**config.mk**
```make
export PLATFORM = sky130hd
export DESIGN_NAME = internet_checksum_pseudo_header
export DESIGN_NICKNAME = d
export VERILOG_FILES = /design/src/rtl/core/icsum_pkg.sv /design/src/rtl/core/icsum_apb.sv /design/src/rtl/core/icsum_core.sv /design/src/rtl/core/internet_checksum_pseudo_header.sv
export SDC_FILE = /design/constraint.sdc
export NUM_CORES = 1
export LEC_CHECK = 0
export BUFFER_PORTS_ARGS = -buffer_cell sky130_fd_sc_hd__buf_4
export CORE_ASPECT_RATIO = 0.7
export CORE_MARGIN = 2
export CORE_UTILIZATION = 40
export CTS_CLUSTER_SIZE = 24
export DETAILED_ROUTE_END_ITERATION = 7
export HOLD_SLACK_MARGIN = 0.12
export PLACE_DENSITY = 0.67
export SYNTH_ARGS = -nofsm -noshare
export SYNTH_HDL_FRONTEND = slang
export SYNTH_HIERARCHICAL = 1
export SYNTH_SLANG_ARGS = --single-unit
```
**constraint.sdc**
```tcl
create_clock -name clk_i -period 10.8 [get_ports clk_i]
set_input_delay 1.62 -clock clk_i [delete_from_list [all_inputs] [get_ports clk_i]]
set_output_delay 1.62 -clock clk_i [all_outputs]
set_load 0.02 [all_outputs]
```
**src/rtl/core/icsum_pkg.sv**
```systemverilog
// Shared types, register map and ones' complement helpers for the checksum block.
package icsum_pkg;

  // Configuration port geometry
  localparam int unsigned AddrW = 4;
  localparam int unsigned DataW = 32;

  // Register indexes, taken from paddr[3:2]
  localparam logic [1:0] RegSrcAddr  = 2'd0;
  localparam logic [1:0] RegDstAddr  = 2'd1;
  localparam logic [1:0] RegProtocol = 2'd2;
  localparam logic [1:0] RegMode     = 2'd3;

  // checksum_mode codes
  localparam logic ModePseudo  = 1'b0;
  localparam logic ModePayload = 1'b1;

  // Register contents handed from the config port to the datapath
  typedef struct packed {
    logic [31:0] src_addr;
    logic [31:0] dst_addr;
    logic [7:0]  protocol;
    logic        mode;
  } cfg_t;

  // 16-bit ones' complement add with end-around carry
  function automatic logic [15:0] ones_add(input logic [15:0] a, input logic [15:0] b);
    logic [16:0] s;
    s = {1'b0, a} + {1'b0, b};
    return s[15:0] + {15'd0, s[16]};
  endfunction

  // Fold a sum of up to eight 16-bit words back to 16 bits (zero stays zero)
  function automatic logic [15:0] fold19(input logic [18:0] w);
    logic [16:0] f;
    f = {1'b0, w[15:0]} + {14'd0, w[18:16]};
    return f[15:0] + {15'd0, f[16]};
  endfunction

endpackage

```
**src/rtl/core/icsum_apb.sv**
```systemverilog
// APB register file holding the pseudo-header fields and the checksum mode.
module icsum_apb (
  input  logic                          clk_i,
  input  logic                          rst_ni,
  input  logic                          psel,
  input  logic                          penable,
  input  logic                          pwrite,
  input  logic [icsum_pkg::AddrW-1:0]   paddr,
  input  logic [icsum_pkg::DataW-1:0]   pwdata,
  output logic [icsum_pkg::DataW-1:0]   prdata,
  output logic                          pready,
  output icsum_pkg::cfg_t               cfg_o
);

  icsum_pkg::cfg_t cfg_q;
  logic            wr_en;
  logic [1:0]      reg_idx;

  assign pready  = 1'b1;
  assign wr_en   = psel & penable & pwrite & pready;
  assign reg_idx = paddr[3:2];

  // Register writes
  always_ff @(posedge clk_i or negedge rst_ni) begin
    if (!rst_ni) begin
      cfg_q <= '0;
    end else if (wr_en) begin
      case (reg_idx)
        icsum_pkg::RegSrcAddr:  cfg_q.src_addr <= pwdata;
        icsum_pkg::RegDstAddr:  cfg_q.dst_addr <= pwdata;
        icsum_pkg::RegProtocol: cfg_q.protocol <= pwdata[7:0];
        icsum_pkg::RegMode:     cfg_q.mode     <= pwdata[0];
        default: ;
      endcase
    end
  end

  // Read mux
  always_comb begin
    case (reg_idx)
      icsum_pkg::RegSrcAddr:  prdata = cfg_q.src_addr;
      icsum_pkg::RegDstAddr:  prdata = cfg_q.dst_addr;
      icsum_pkg::RegProtocol: prdata = {24'd0, cfg_q.protocol};
      icsum_pkg::RegMode:     prdata = {31'd0, cfg_q.mode};
      default:                prdata = '0;
    endcase
  end

  assign cfg_o = cfg_q;

endmodule

```
**src/rtl/core/icsum_core.sv**
```systemverilog
// Byte datapath: input register, running ones' complement sum, result register.
module icsum_core (
  input  logic            clk_i,
  input  logic            rst_ni,
  input  icsum_pkg::cfg_t cfg_i,
  input  logic            in_valid_i,
  output logic            in_ready_o,
  input  logic [7:0]      in_byte_i,
  input  logic            in_last_i,
  output logic            out_valid_o,
  input  logic            out_ready_i,
  output logic [15:0]     out_csum_o
);

  // Input register
  logic        s1_valid_q;
  logic [7:0]  s1_byte_q;
  logic        s1_last_q;

  // Per-packet state
  logic [15:0] run_sum_q, run_sum_d;
  logic [7:0]  held_q, held_d;
  logic        odd_q, odd_d;
  logic [15:0] count_q, count_d;

  // Result register
  logic        out_valid_q;
  logic [15:0] out_csum_q;

  logic        out_free;
  logic        s1_move;
  logic [15:0] word;
  logic [15:0] count_inc;
  logic [18:0] wide_sum;
  logic        use_pseudo;
  logic [15:0] final_sum;

  assign out_free   = !out_valid_q || out_ready_i;
  // A non-last beat never needs the result slot
  assign s1_move    = s1_valid_q && (!s1_last_q || out_free);
  assign in_ready_o = !s1_valid_q || s1_move;

  // Word completed by this beat: pair with the held byte, else pad low byte
  assign word      = odd_q ? {held_q, s1_byte_q} : {s1_byte_q, 8'h00};
  assign count_inc = count_q + 16'd1;

  // Final sum: all words folded once
  assign use_pseudo = (cfg_i.mode == icsum_pkg::ModePseudo);
  always_comb begin
    wide_sum = {3'd0, run_sum_q} + {3'd0, word};
    if (use_pseudo) begin
      wide_sum = wide_sum
               + {3'd0, cfg_i.src_addr[31:16]} + {3'd0, cfg_i.src_addr[15:0]}
               + {3'd0, cfg_i.dst_addr[31:16]} + {3'd0, cfg_i.dst_addr[15:0]}
               + {11'd0, cfg_i.protocol} + {3'd0, count_inc};
    end
    final_sum = icsum_pkg::fold19(wide_sum);
  end

  // Next packet state
  always_comb begin
    run_sum_d = run_sum_q;
    held_d    = held_q;
    odd_d     = odd_q;
    count_d   = count_q;
    if (s1_move) begin
      if (s1_last_q) begin
        run_sum_d = '0;
        held_d    = '0;
        odd_d     = 1'b0;
        count_d   = '0;
      end else begin
        count_d = count_inc;
        if (odd_q) begin
          run_sum_d = icsum_pkg::ones_add(run_sum_q, word);
          held_d    = '0;
          odd_d     = 1'b0;
        end else begin
          held_d = s1_byte_q;
          odd_d  = 1'b1;
        end
      end
    end
  end

  // Input register
  always_ff @(posedge clk_i or negedge rst_ni) begin
    if (!rst_ni) begin
      s1_valid_q <= 1'b0;
    end else if (in_ready_o) begin
      s1_valid_q <= in_valid_i;
    end
  end

  always_ff @(posedge clk_i) begin
    if (in_ready_o && in_valid_i) begin
      s1_byte_q <= in_byte_i;
      s1_last_q <= in_last_i;
    end
  end

  // Packet state
  always_ff @(posedge clk_i or negedge rst_ni) begin
    if (!rst_ni) begin
      run_sum_q <= '0;
      held_q    <= '0;
      odd_q     <= 1'b0;
      count_q   <= '0;
    end else begin
      run_sum_q <= run_sum_d;
      held_q    <= held_d;
      odd_q     <= odd_d;
      count_q   <= count_d;
    end
  end

  // Result register
  always_ff @(posedge clk_i or negedge rst_ni) begin
    if (!rst_ni) begin
      out_valid_q <= 1'b0;
    end else if (s1_move && s1_last_q) begin
      out_valid_q <= 1'b1;
    end else if (out_ready_i) begin
      out_valid_q <= 1'b0;
    end
  end

  always_ff @(posedge clk_i) begin
    if (s1_move && s1_last_q) begin
      out_csum_q <= ~final_sum;
    end
  end

  assign out_valid_o = out_valid_q;
  assign out_csum_o  = out_csum_q;

endmodule

```
**src/rtl/core/internet_checksum_pseudo_header.sv**
```systemverilog
// Internet checksum with optional IPv4 pseudo-header, one byte per clock.
// The checksum beat is registered in the result register after the last byte has passed the input register.
// Throughput: one byte per cycle; the running 16-bit end-around-carry add sets the rate.
// Output back-pressure stalls input only when a last byte reaches the full result register.
// Reset (rst_ni, async low) clears the config registers, the running sum, byte count and pipeline valids.
module internet_checksum_pseudo_header (
  input  logic                         clk_i,
  input  logic                         rst_ni,
  // Byte stream in
  input  logic                         s_axis_tvalid,
  output logic                         s_axis_tready,
  input  logic [7:0]                   s_axis_tdata,  // [7:0] data_byte
  input  logic                         s_axis_tlast,  // last_byte
  // Checksum out
  output logic                         m_axis_tvalid,
  input  logic                         m_axis_tready,
  output logic [15:0]                  m_axis_tdata,  // [15:0] checksum
  // Configuration
  input  logic                         psel,
  input  logic                         penable,
  input  logic                         pwrite,
  input  logic [icsum_pkg::AddrW-1:0]  paddr,
  input  logic [icsum_pkg::DataW-1:0]  pwdata,
  output logic [icsum_pkg::DataW-1:0]  prdata,
  output logic                         pready
);

  icsum_pkg::cfg_t cfg;

  icsum_apb u_apb (
    .clk_i   (clk_i),
    .rst_ni  (rst_ni),
    .psel    (psel),
    .penable (penable),
    .pwrite  (pwrite),
    .paddr   (paddr),
    .pwdata  (pwdata),
    .prdata  (prdata),
    .pready  (pready),
    .cfg_o   (cfg)
  );

  icsum_core u_core (
    .clk_i       (clk_i),
    .rst_ni      (rst_ni),
    .cfg_i       (cfg),
    .in_valid_i  (s_axis_tvalid),
    .in_ready_o  (s_axis_tready),
    .in_byte_i   (s_axis_tdata),
    .in_last_i   (s_axis_tlast),
    .out_valid_o (m_axis_tvalid),
    .out_ready_i (m_axis_tready),
    .out_csum_o  (m_axis_tdata)
  );

endmodule
```
==> insert_results.sql, run 1 <==
INSERT INTO impl_metrics (metric_group, metric, value, unit) VALUES
('yosys', 'ys_dominant_reg_cell', 'dfrtp_1', ''),
('drt', 'drt_pass1_iterations', '5', ''),
('setup_path', 'worst-r2r-setup-slack', '0.51', 'ns'),
('setup_path', 'worst-endpoint-required', '10.96', 'ns'),
('yosys', 'yosys.area.top_type', 'dfrtp_1', ''),
('clock_tree', 'cts.clk_slew.worst_paths', '0.07', 'ns'),
('yosys', 'synth_fp_nets', '1207', ''),
('timing', 'whs', '0.494', 'ns'),
('timing', 'final_min_period_over_clock_period', '0.953', ''),
('grt', 'maximum_number_of_pins_on_one_net_before_global_route_repair', '66', ''),
('timing', 'finalHoldViolations', '0', ''),
('place', 'hpwlAfterDp', '20400', 'um'),
('yosys', 'syn_area_per_cell', '10.6', 'sq um'),
('finish', 'drive_gt1_frac', '0.256', ''),
('yosys', 'flop_and_latch_count_out_of_synthesis', '141', ''),
('finish', 'multiInputGateArea', '6650', 'sq um'),
('clock_tree', 'cts_tree', 'yes', ''),
('drt', 'drt_drc_violations_left', '0', ''),
('place', 'dp.cells', '1511', ''),
('setup_path', 'cp.buffers_inverters', '4', ''),
('setup_path', 'rr_worst_depth', '41', ''),
('place', 'globalplace.congestion', '0.881', ''),
('job', 'cap_viol_max_count', '0', ''),
('drt', 'initialDrtViolationCount', '560', ''),
('timing', 'max_freq', '97.2', 'MHz'),
('grt', 'grt_pass1_wl', '43400', 'um'),
('yosys', 'synth_sequential_area_ratio', '0.336', ''),
('finish', 'antenna_cells', '0', ''),
('hold_path', 'hold_end', 'u_core/run_sum_q[10]$_DFFE_PN0P_', ''),
('timing', 'worst_relative_slew_slack', '0.371', ''),
('drt', 'postRouteWirelength', '26400', 'um'),
('clock_tree', 'tritoncts.num_buffers', '17', ''),
('floorplanning', 'placement_rows', '50', ''),
('setup_path', 'critical-path-max-stage-delay', '0.49', 'ns'),
('floorplanning', 'floorplan.initialDensity', '0.407', ''),
('yosys', 'yosysWarnings', '6', ''),
('clock_tree', 'clkLatencyLatePin', '0.44', 'ns'),
('yosys', 'synth_edf_count', '25', ''),
('finish', 'nNetsFinal', '1345', ''),
('drt', 'ant_nets', '0', ''),
('clock_tree', 'cts_max_path_buffers', '2', ''),
('hold_path', 'hold_path_start', 'u_core/run_sum_q[10]$_DFFE_PN0P_', ''),
('drt', 'vias_per_cell', '5.19', ''),
('timing', 'fin_crit', '10.29', 'ns'),
('hold_path', 'timing.hold.worst.class', 'register to register', ''),
('yosys', 'synthesis.instances', '1028', ''),
('yosys', 'yosysTopAreaCellShare', '0.267', ''),
('setup_path', 'critical_path.top_delay_family', 'adder cells', ''),
('timing', 'tightestPinTransition', '0.935', 'ns'),
('grt', 'antenna_found_initial', '0', ''),
('finish', 'nFillCells', '2491', ''),
('setup_path', 'worst_path_most_repeated_cell', 'ha_1', ''),
('setup_path', 'r2r-start', 'u_core/odd_q$_DFFE_PN0P_', ''),
('finish', 'register_area', '3650', 'sq um'),
('setup_path', 'critical_path.startpoint', 'u_core/odd_q$_DFFE_PN0P_', ''),
('drt', 'post_drt_wl_per_cell', '17.1', 'um'),
('floorplanning', 'fp.dieArea', '28500', 'sq um'),
('timing', 'finalClockSkew', '0.0220', 'ns'),
('hold_path', 'worstHoldPathCells', '2', ''),
('setup_path', 'r2r-end', 'u_core/out_csum_o[14]$_DFFE_PP_', ''),
('clock_tree', 'hold_buffers', '0', ''),
('status', 'run_status', 'complete, no violations', ''),
('setup_path', 'capturing_element_type_of_the_critical_path', 'register', ''),
('floorplanning', 'io-pin-count', '103', ''),
('clock_tree', 'clock_h_tree_levels', '4', ''),
('setup_path', 'critical_path.max_fanout', '10', ''),
('finish', 'post-route-util', '0.482', ''),
('clock_tree', 'clkSinkCount', '141', ''),
('grt', 'first_global_vias', '8193', ''),
('finish', 'post_layout_instance_count_excluding_filler_cells', '1543', ''),
('setup_path', 'worstPathArrival', '10.44', 'ns');
-- Yosys cell counts, drive strengths merged (8+ instances only) --
cell type and n:
a21o 11, clkbuf 22, buf 15, nand3 26, xor2 28, nor2 67
nand2 63, a22o 13, fa 72, and3 12, inv 107, xnor2 34
or2 9, dfrtp 116, mux2i 40, a21oi 43, edfxtp 25, mux2 88
ha 55, o21ai 48, o21a 8, nor3 12, nand4 8, and2 14
nor2b 8
-- cells in the final DEF (no fill, tap or decap), types with 34 or more instances in the layout --
master / Yosys / layout
mux2_2: 76 / 76
fa_1: 72 / 72
buf_4: 6 / 156
o21ai_0: 45 / 45
inv_1: 107 / 107
nand2_1: 63 / 63
a21oi_1: 41 / 41
xnor2_1: 34 / 34
ha_1: 55 / 55
nor2_1: 67 / 66
mux2i_1: 40 / 40
dfrtp_1: 116 / 116
-- timing repair --
item	in CTS	in global routing
setup buffers	0	0
gates resized for setup	0	6
endpoints found under the setup margin	0	2
-- how the worst max path moves through the flow --
stage / cells after the start / endpoint
6_report: 41 / u_core/out_csum_o[14]$_DFFE_PP_
5_1_grt: 42 / u_core/out_csum_o[14]$_DFFE_PP_
4_1_cts: 41 / u_core/out_csum_o[14]$_DFFE_PP_
3_5_place_dp: 41 / u_core/out_csum_o[14]$_DFFE_PP_
3_3_place_gp: 41 / u_core/out_csum_o[14]$_DFFE_PP_
2_1_floorplan: 42 / u_core/out_csum_o[14]$_DFFE_PP_
-- worst min-delay path, cell delays in order (launching register included) --
cell and delay (ns):
dfrtp_1 0.35, nand2_1 0.05, o21ai_0 0.06
-- sequential cells by signal, indices dropped and copies added, names as in the netlist --
| name | cells |
|---|---|
| u_core/count_q | 16 |
| u_core/s1_byte_q | 8 |
| u_apb/cfg_o | 73 |
| u_core/s1_last_q | 1 |
| u_core/out_csum_o | 16 |
| u_core/odd_q | 1 |
| u_core/s1_valid_q | 1 |
| u_core/out_valid_o | 1 |
| u_core/held_q | 8 |
| u_core/run_sum_q | 16 |
-- final cells by class --
type | count | area share
Sequential cell | 141 | 0.284
Clock buffer | 20 | 0.0347
Timing Repair Buffer | 156 | 0.0909
Multi-Input combinational cell | 743 | 0.517
Tap cell | 364 | 0.0354
Clock inverter | 12 | 0.00758
Inverter | 107 | 0.0312
-- logic make-up after synthesis --
kind of cell,Yosys count,synth area share
and+or+nand+nor,249,0.117
other,1,0.000345
DFF,141,0.336
AOI/OAI and AO/OA,175,0.113
xor gates and xnor gates,62,0.0507
muxes,129,0.133
buffers and inverters,144,0.0533
adders and majority gates,127,0.196
-- through the flow --
| stage | setup WS, ns | TNS, ns | cell area [sq um] |
|---|---|---|---|
| floorplan | 1.04 | 0 | 10900 |
| global placement | 0.669 | 0 | 12300 |
| detailed placement | 0.541 | 0 | 12300 |
| CTS | 0.480 | 0 | 12900 |
| global route | -0.00303 | -0.00303 | 12900 |
| finish | 0.512 | 0 | 12900 |
-- routing by layer --
layer | up-vias | wire length, um | GRT usage
met5 | - | 0 | 0
met4 | 0 | 389 | 0.0507
met3 | 25 | 1820 | 0.0602
met2 | 188 | 11100 | 0.286
met1 | 3968 | 13000 | 0.280
li1 | 3831 | - | -
Power of run 1 is not shown: default switching activity piles up to over one toggle a cycle in this logic, so the estimate is an artifact.
==> run 2, diff against run 1 <==
- CORE_UTILIZATION: 40 -> 50
- PLACE_DENSITY: 0.67 -> 0.78
==> insert_results.sql, run 2 (same netlist as run 1, synthesis figures left out) <==
INSERT INTO impl_metrics (metric_group, metric, value, unit) VALUES
('drt', 'ant_nets', '0', ''),
('finish', 'layout.cells.most_common', 'buf_4', ''),
('timing', 'final_min_period_over_clock_period', '0.953', ''),
('setup_path', 'crit_slowest_cell', 'fa_1', ''),
('timing', 'max_freq', '97.1', 'MHz'),
('grt', 'maximum_number_of_pins_on_one_net_before_global_route_repair', '65', ''),
('timing', 'worst_relative_slew_slack', '0.343', ''),
('grt', 'grtUsageMet1', '0.344', ''),
('grt', 'globalRouteMet2Util', '0.355', ''),
('clock_tree', 'cts_root_buf', 'clkbuf_16', ''),
('drt', 'post_drt_wl_per_cell', '17.8', 'um'),
('setup_path', 'critical_path.top_delay_family', 'simple AND/OR/NAND/NOR gates', ''),
('grt', 'busiest_layer', 'met2', ''),
('job', 'cap_viol_max_count', '0', ''),
('setup_path', 'worst-setup-path-type', 'register to register', ''),
('floorplanning', 'floorplan.initialDensity', '0.505', ''),
('clock_tree', 'cts_max_path_buffers', '2', ''),
('timing', 'tightestPinTransition', '0.977', 'ns'),
('finish', 'register_area', '3650', 'sq um'),
('setup_path', 'worst_path_most_repeated_cell', 'ha_1', ''),
('drt', 'initialDrtViolationCount', '637', ''),
('finish', 'antenna_cells', '0', ''),
('clock_tree', 'hold_buffers', '0', ''),
('floorplanning', 'fp.dieArea', '22900', 'sq um'),
('place', 'place.port_buffers', '99', ''),
('timing', 'maxSlewViolCount', '0', ''),
('setup_path', 'cp.buffers_inverters', '3', ''),
('setup_path', 'worst-endpoint-required', '10.96', 'ns'),
('grt', 'first_global_vias', '8214', ''),
('timing', 'finalHoldViolations', '0', ''),
('floorplanning', 'coreArea', '21500', 'sq um'),
('finish', 'multiInputGateArea', '6690', 'sq um'),
('status', 'run_status', 'complete, no violations', ''),
('floorplanning', 'placement_rows', '45', ''),
('clock_tree', 'clock_h_tree_levels', '4', ''),
('setup_path', 'worstPathArrival', '10.46', 'ns'),
('floorplanning', 'die_width', '180', 'um'),
('finish', 'drive_gt1_frac', '0.246', ''),
('grt', 'grt_util_all_layers', '0.234', ''),
('place', 'post_dp_cell_area', '12000', 'sq um'),
('drt', 'vias_per_cell', '5.62', ''),
('finish', 'most-common-layout-cells', '128 x buf_4, 115 x dfrtp_1, 107 x inv_1, 76 x mux2_2, 72 x fa_1', ''),
('grt', 'antenna_found_initial', '1', ''),
('grt', 'grt_pass1_wl', '42400', 'um'),
('clock_tree', 'tritoncts.num_buffers', '17', ''),
('setup_path', 'critical_path.max_fanout', '11', ''),
('place', 'dpl_worst_slack', '0.288', 'ns'),
('finish', 'largest_register_ff_count', '73', ''),
('drt', 'routed-via-count', '8059', ''),
('drt', 'postRouteWirelength', '25500', 'um'),
('setup_path', 'start_kind', 'register', ''),
('place', 'globalplace.congestion', '0.955', ''),
('timing', 'final_critical_path_setup_slack', '0.502', 'ns'),
('clock_tree', 'clkLatencyLatePin', '0.44', 'ns'),
('drt', 'drt_drc_violations_left', '0', ''),
('floorplanning', 'die_height', '127', 'um'),
('timing', 'fin_crit', '10.30', 'ns'),
('grt', 'global_route.usage.met3', '0.0507', ''),
('floorplanning', 'io-pin-count', '103', ''),
('finish', 'nFillCells', '1795', ''),
('place', 'hpwlAfterDp', '19400', 'um'),
('timing', 'finalClockSkew', '0.00883', 'ns'),
('setup_path', 'critical-path-max-stage-delay', '0.50', 'ns'),
('clock_tree', 'cts.clk_slew.worst_paths', '0.06', 'ns'),
('clock_tree', 'clkSinkCount', '141', ''),
('setup_path', 'capturing_element_type_of_the_critical_path', 'register', ''),
('finish', 'final_cell_area', '12600', 'sq um'),
('finish', 'nNetsFinal', '1317', ''),
('clock_tree', 'cts_tree', 'yes', ''),
('finish', 'syn_to_final_growth', '16.2', '%'),
('grt', 'grt.overflow.total', '0', ''),
('hold_path', 'timing.hold.worst.class', 'register to register', ''),
('timing', 'report.final.setup_viol', '0', ''),
('timing', 'setup-tns-final', '0', 'ns'),
('timing', 'whs', '0.493', 'ns'),
('drt', 'drt_pass1_iterations', '5', '');
## run 2: worst min-delay path, stage by stage (launching register included)
cell	delay, ns
dfrtp_1	0.35
nand2_1	0.05
o21ai_0	0.06
## run 2: path summary, 6_finish.rpt
kind | from | end | slack, ns | cells after the start
max in group asynchronous | rst_ni | u_apb/cfg_o[39]$_DFFE_PN0P_ | 8.29 | 2
setup / recovery | u_core/odd_q$_DFFE_PN0P_ | u_core/out_csum_o[14]$_DFFE_PP_ | 0.50 | 39
hold / removal | u_core/run_sum_q[11]$_DFFE_PN0P_ | u_core/run_sum_q[11]$_DFFE_PN0P_ | 0.49 | 2
hold reg to reg | u_core/run_sum_q[11]$_DFFE_PN0P_ | u_core/run_sum_q[11]$_DFFE_PN0P_ | 0.49 | 2
setup reg to reg | u_core/odd_q$_DFFE_PN0P_ | u_core/out_csum_o[14]$_DFFE_PP_ | 0.50 | 39
min in group asynchronous | rst_ni | u_apb/cfg_o[59]$_DFFE_PN0P_ | 1.29 | 1
## run 2: per-layer routing
layer	vias up	part of all wire
met4	0	0.011
met2	284	0.44
li1	3789	-
met1	3963	0.47
met3	23	0.075
met5	-	0
## run 2: stage by stage
| stage | util | cells |
|---|---|---|
| 6_report | 0.587 | 1433 |
| 5_1_grt | 0.587 | 1433 |
| 4_1_cts | 0.583 | 1431 |
| 3_5_place_dp | 0.557 | 1399 |
| 3_3_place_gp | 0.557 | 1399 |
| 2_1_floorplan | - | 1028 |
## run 2: area by class of cell
class / count / area share
Multi-Input combinational cell: 743 / 0.530
Sequential cell: 141 / 0.290
Timing Repair Buffer: 128 / 0.0762
Clock buffer: 18 / 0.0348
Inverter: 107 / 0.0318
Tap cell: 282 / 0.0280
Clock inverter: 14 / 0.00932
## run 2: repair_timing
item | CTS | global route
endpoints found under the hold margin | 0 | 0
setup buffers | 0 | 2
resized for setup | 0 | 14
setup endpoints to repair | 0 | 6
Power of run 2 is left out for the same reason.
==> run 3, diff against run 2 <==
- ABC_AREA: unset -> 1
==> insert_results.sql, run 3 <==
INSERT INTO impl_metrics (metric_group, metric, value, unit) VALUES
('timing', 'max_freq', '108', 'MHz'),
('clock_tree', 'cts.repair.resized', '0', ''),
('timing', 'setup-tns-final', '0', 'ns'),
('place', 'place.port_buffers', '99', ''),
('setup_path', 'crit_slowest_cell', 'dfrtp_1', ''),
('drt', 'drt_drc_violations_left', '0', ''),
('drt', 'ant_nets', '0', ''),
('setup_path', 'critical_path.max_fanout', '26', ''),
('yosys', 'yosys.area.top_type', 'dfrtp_1', ''),
('yosys', 'synthMostInstantiatedCell', 'nand2_1', ''),
('grt', 'grt_util_all_layers', '0.257', ''),
('drt', 'initialDrtViolationCount', '923', ''),
('floorplanning', 'fp.dieArea', '23500', 'sq um'),
('drt', 'routed-via-count', '9726', ''),
('setup_path', 'worst-endpoint-required', '11.00', 'ns'),
('timing', 'finalHoldViolations', '0', ''),
('timing', 'worst_relative_slew_slack', '0.397', ''),
('yosys', 'yosys.cell_types.count', '43', ''),
('timing', 'report.final.setup_viol', '0', ''),
('setup_path', 'r2r-end', 'u_core/out_csum_o[12]$_DFFE_PP_', ''),
('grt', 'grt.overflow.total', '0', ''),
('finish', 'largest_register_ff_count', '73', ''),
('timing', 'final_min_period_over_clock_period', '0.861', ''),
('finish', 'nFillCells', '1952', ''),
('setup_path', 'worst-setup-path-type', 'register to register', ''),
('place', 'globalplace.congestion', '0.959', ''),
('floorplanning', 'coreArea', '21800', 'sq um'),
('clock_tree', 'cts_max_path_buffers', '2', ''),
('finish', 'antenna_cells', '0', ''),
('clock_tree', 'clkLatencyLatePin', '0.44', 'ns'),
('setup_path', 'worst-r2r-setup-slack', '1.50', 'ns'),
('yosys', 'yosysTopAreaCellShare', '0.260', ''),
('setup_path', 'capturing_element_type_of_the_critical_path', 'register', ''),
('floorplanning', 'floorplan.initialDensity', '0.512', ''),
('drt', 'postRouteWirelength', '28700', 'um'),
('drt', 'vias_per_cell', '5.20', ''),
('floorplanning', 'placement_rows', '45', ''),
('hold_path', 'worstHoldPathCells', '2', ''),
('yosys', 'flop_and_latch_count_out_of_synthesis', '141', ''),
('yosys', 'yosys-top-cells-area', 'dfrtp_1 26%, nand2_1 20%, fa_1 13%', ''),
('yosys', 'synth_fp_nets', '1664', ''),
('yosys', 'synth_area', '11200', 'sq um'),
('grt', 'antenna_found_initial', '0', ''),
('clock_tree', 'tritoncts.num_buffers', '17', ''),
('timing', 'maxSlewViolCount', '0', ''),
('finish', 'layout.cells.most_common', 'nand2_1', ''),
('timing', 'fin_crit', '9.30', 'ns'),
('yosys', 'synth_edf_count', '25', ''),
('setup_path', 'r2r-start', 'u_core/odd_q$_DFFE_PN0P_', ''),
('finish', 'drive_gt1_frac', '0.126', ''),
('setup_path', 'critical-path-max-stage-delay', '0.76', 'ns'),
('status', 'run_status', 'complete, no violations', ''),
('yosys', 'ys_dominant_reg_cell', 'dfrtp_1', ''),
('drt', 'post_drt_wl_per_cell', '15.3', 'um'),
('floorplanning', 'io-pin-count', '103', ''),
('clock_tree', 'cts_root_buf', 'clkbuf_16', ''),
('clock_tree', 'cts.repair_timing.setup_buffer_count', '0', ''),
('floorplanning', 'die_width', '183', 'um'),
('timing', 'finalClockSkew', '0.00932', 'ns'),
('clock_tree', 'clkSinkCount', '141', ''),
('setup_path', 'start_kind', 'register', ''),
('yosys', 'synth_sequential_area_ratio', '0.328', ''),
('finish', 'syn_to_final_growth', '13.9', '%'),
('place', 'hpwlAfterDp', '21700', 'um'),
('yosys', 'synthArstFlopShare', '0.823', ''),
('grt', 'maximum_number_of_pins_on_one_net_before_global_route_repair', '68', ''),
('finish', 'nNetsFinal', '1756', ''),
('setup_path', 'worstPathArrival', '9.50', 'ns'),
('clock_tree', 'hold_buffers', '0', ''),
('timing', 'tightestPinTransition', '0.902', 'ns'),
('grt', 'first_global_vias', '9482', ''),
('yosys', 'syn_area_per_cell', '7.51', 'sq um'),
('setup_path', 'critical_path.endpoint', 'u_core/out_csum_o[12]$_DFFE_PP_', ''),
('clock_tree', 'cts.clk_slew.worst_paths', '0.06', 'ns'),
('drt', 'drt_pass1_iterations', '5', ''),
('floorplanning', 'die_height', '129', 'um'),
('clock_tree', 'cts_tree', 'yes', ''),
('yosys', 'yosysWarnings', '6', ''),
('clock_tree', 'clock_h_tree_levels', '4', ''),
('setup_path', 'worst_path_most_repeated_cell', 'nand2_1', ''),
('setup_path', 'rr_worst_depth', '49', ''),
('grt', 'grt_pass1_wl', '47100', 'um'),
('yosys', 'synthesis.instances', '1485', ''),
('finish', 'most-common-layout-cells', '594 x nand2_1, 227 x inv_1, 116 x dfrtp_1, 102 x buf_4, 86 x nand3_1', ''),
('job', 'cap_viol_max_count', '0', ''),
('hold_path', 'timing.hold.worst.class', 'register to register', ''),
('yosys', 'synth.top_cells.by_count', '594 x nand2_1, 227 x inv_1, 116 x dfrtp_1', ''),
('timing', 'rsz0062_at_grt', 'false', ''),
('setup_path', 'critical_path.startpoint', 'u_core/odd_q$_DFFE_PN0P_', '');
==> run 3: how the worst min path moves through the flow <==
stage	slack, ns	startpoint	endpoint
6_report	0.49	u_core/held_q[0]$_DFFE_PN0P_	u_core/held_q[0]$_DFFE_PN0P_
5_1_grt	0.51	u_core/held_q[2]$_DFFE_PN0P_	u_core/held_q[2]$_DFFE_PN0P_
4_1_cts	0.49	u_core/held_q[0]$_DFFE_PN0P_	u_core/held_q[0]$_DFFE_PN0P_
3_5_place_dp	0.48	u_core/run_sum_q[13]$_DFFE_PN0P_	u_core/run_sum_q[13]$_DFFE_PN0P_
3_3_place_gp	0.47	u_core/held_q[2]$_DFFE_PN0P_	u_core/held_q[2]$_DFFE_PN0P_
2_1_floorplan	0.45	u_core/held_q[0]$_DFFE_PN0P_	u_core/held_q[0]$_DFFE_PN0P_
==> run 3: critical path: cells and delay by family (launching register included) <==
kind / cells / cell delay [ns]
and+or+nand+nor: 29 / 3.28
buffers and inverters: 2 / 0.17
AOI/OAI and AO/OA: 8 / 1.35
adders and majority gates: 9 / 3.35
xor gates and xnor gates: 1 / 0.14
DFF: 1 / 0.76
==> run 3: metrics by stage <==
stage | worst slack, ns | util | instance area [sq um] | instances | hold slack (ns)
2_1_floorplan | 2.68 | - | 11200 | 1485 | 0.453
3_3_place_gp | 1.85 | 0.555 | 12100 | 1840 | 0.467
3_5_place_dp | 1.65 | 0.555 | 12100 | 1840 | 0.478
6_report | 1.50 | 0.583 | 12700 | 1872 | 0.488
4_1_cts | 1.57 | 0.583 | 12700 | 1872 | 0.493
5_1_grt | 0.704 | 0.583 | 12700 | 1872 | 0.513
==> run 3: final cells by class <==
class                           instances  area, sq um  area share
Tap cell                              282          353      0.0278
Sequential cell                       141         3650       0.287
Clock buffer                           19          475      0.0374
Inverter                              239          897      0.0706
Timing Repair Buffer                  102          766      0.0603
Clock inverter                         13          135      0.0106
Multi-Input combinational cell       1076         6430       0.506
==> run 3: logic make-up after synthesis <==
logic type | count (synthesis) | share of synthesized area
AND/OR/NAND/NOR | 815 | 0.309
other | 1 | 0.000336
adder cells (fa/ha/maj) | 127 | 0.191
flip-flops | 141 | 0.328
XOR/XNOR | 26 | 0.0228
buffers and inverters | 268 | 0.0965
AO/OA/AOI/OAI | 107 | 0.0534
==> run 3: layer usage <==
metal / GRT usage / wire [um] / share of wire
met1: 0.365 / 13500 / 0.47
met2: 0.396 / 12400 / 0.43
met3: 0.0662 / 2460 / 0.086
met4: 0.0650 / 314 / 0.011
met5: 0 / 0 / 0
Power of run 3 is left out for the same reason.
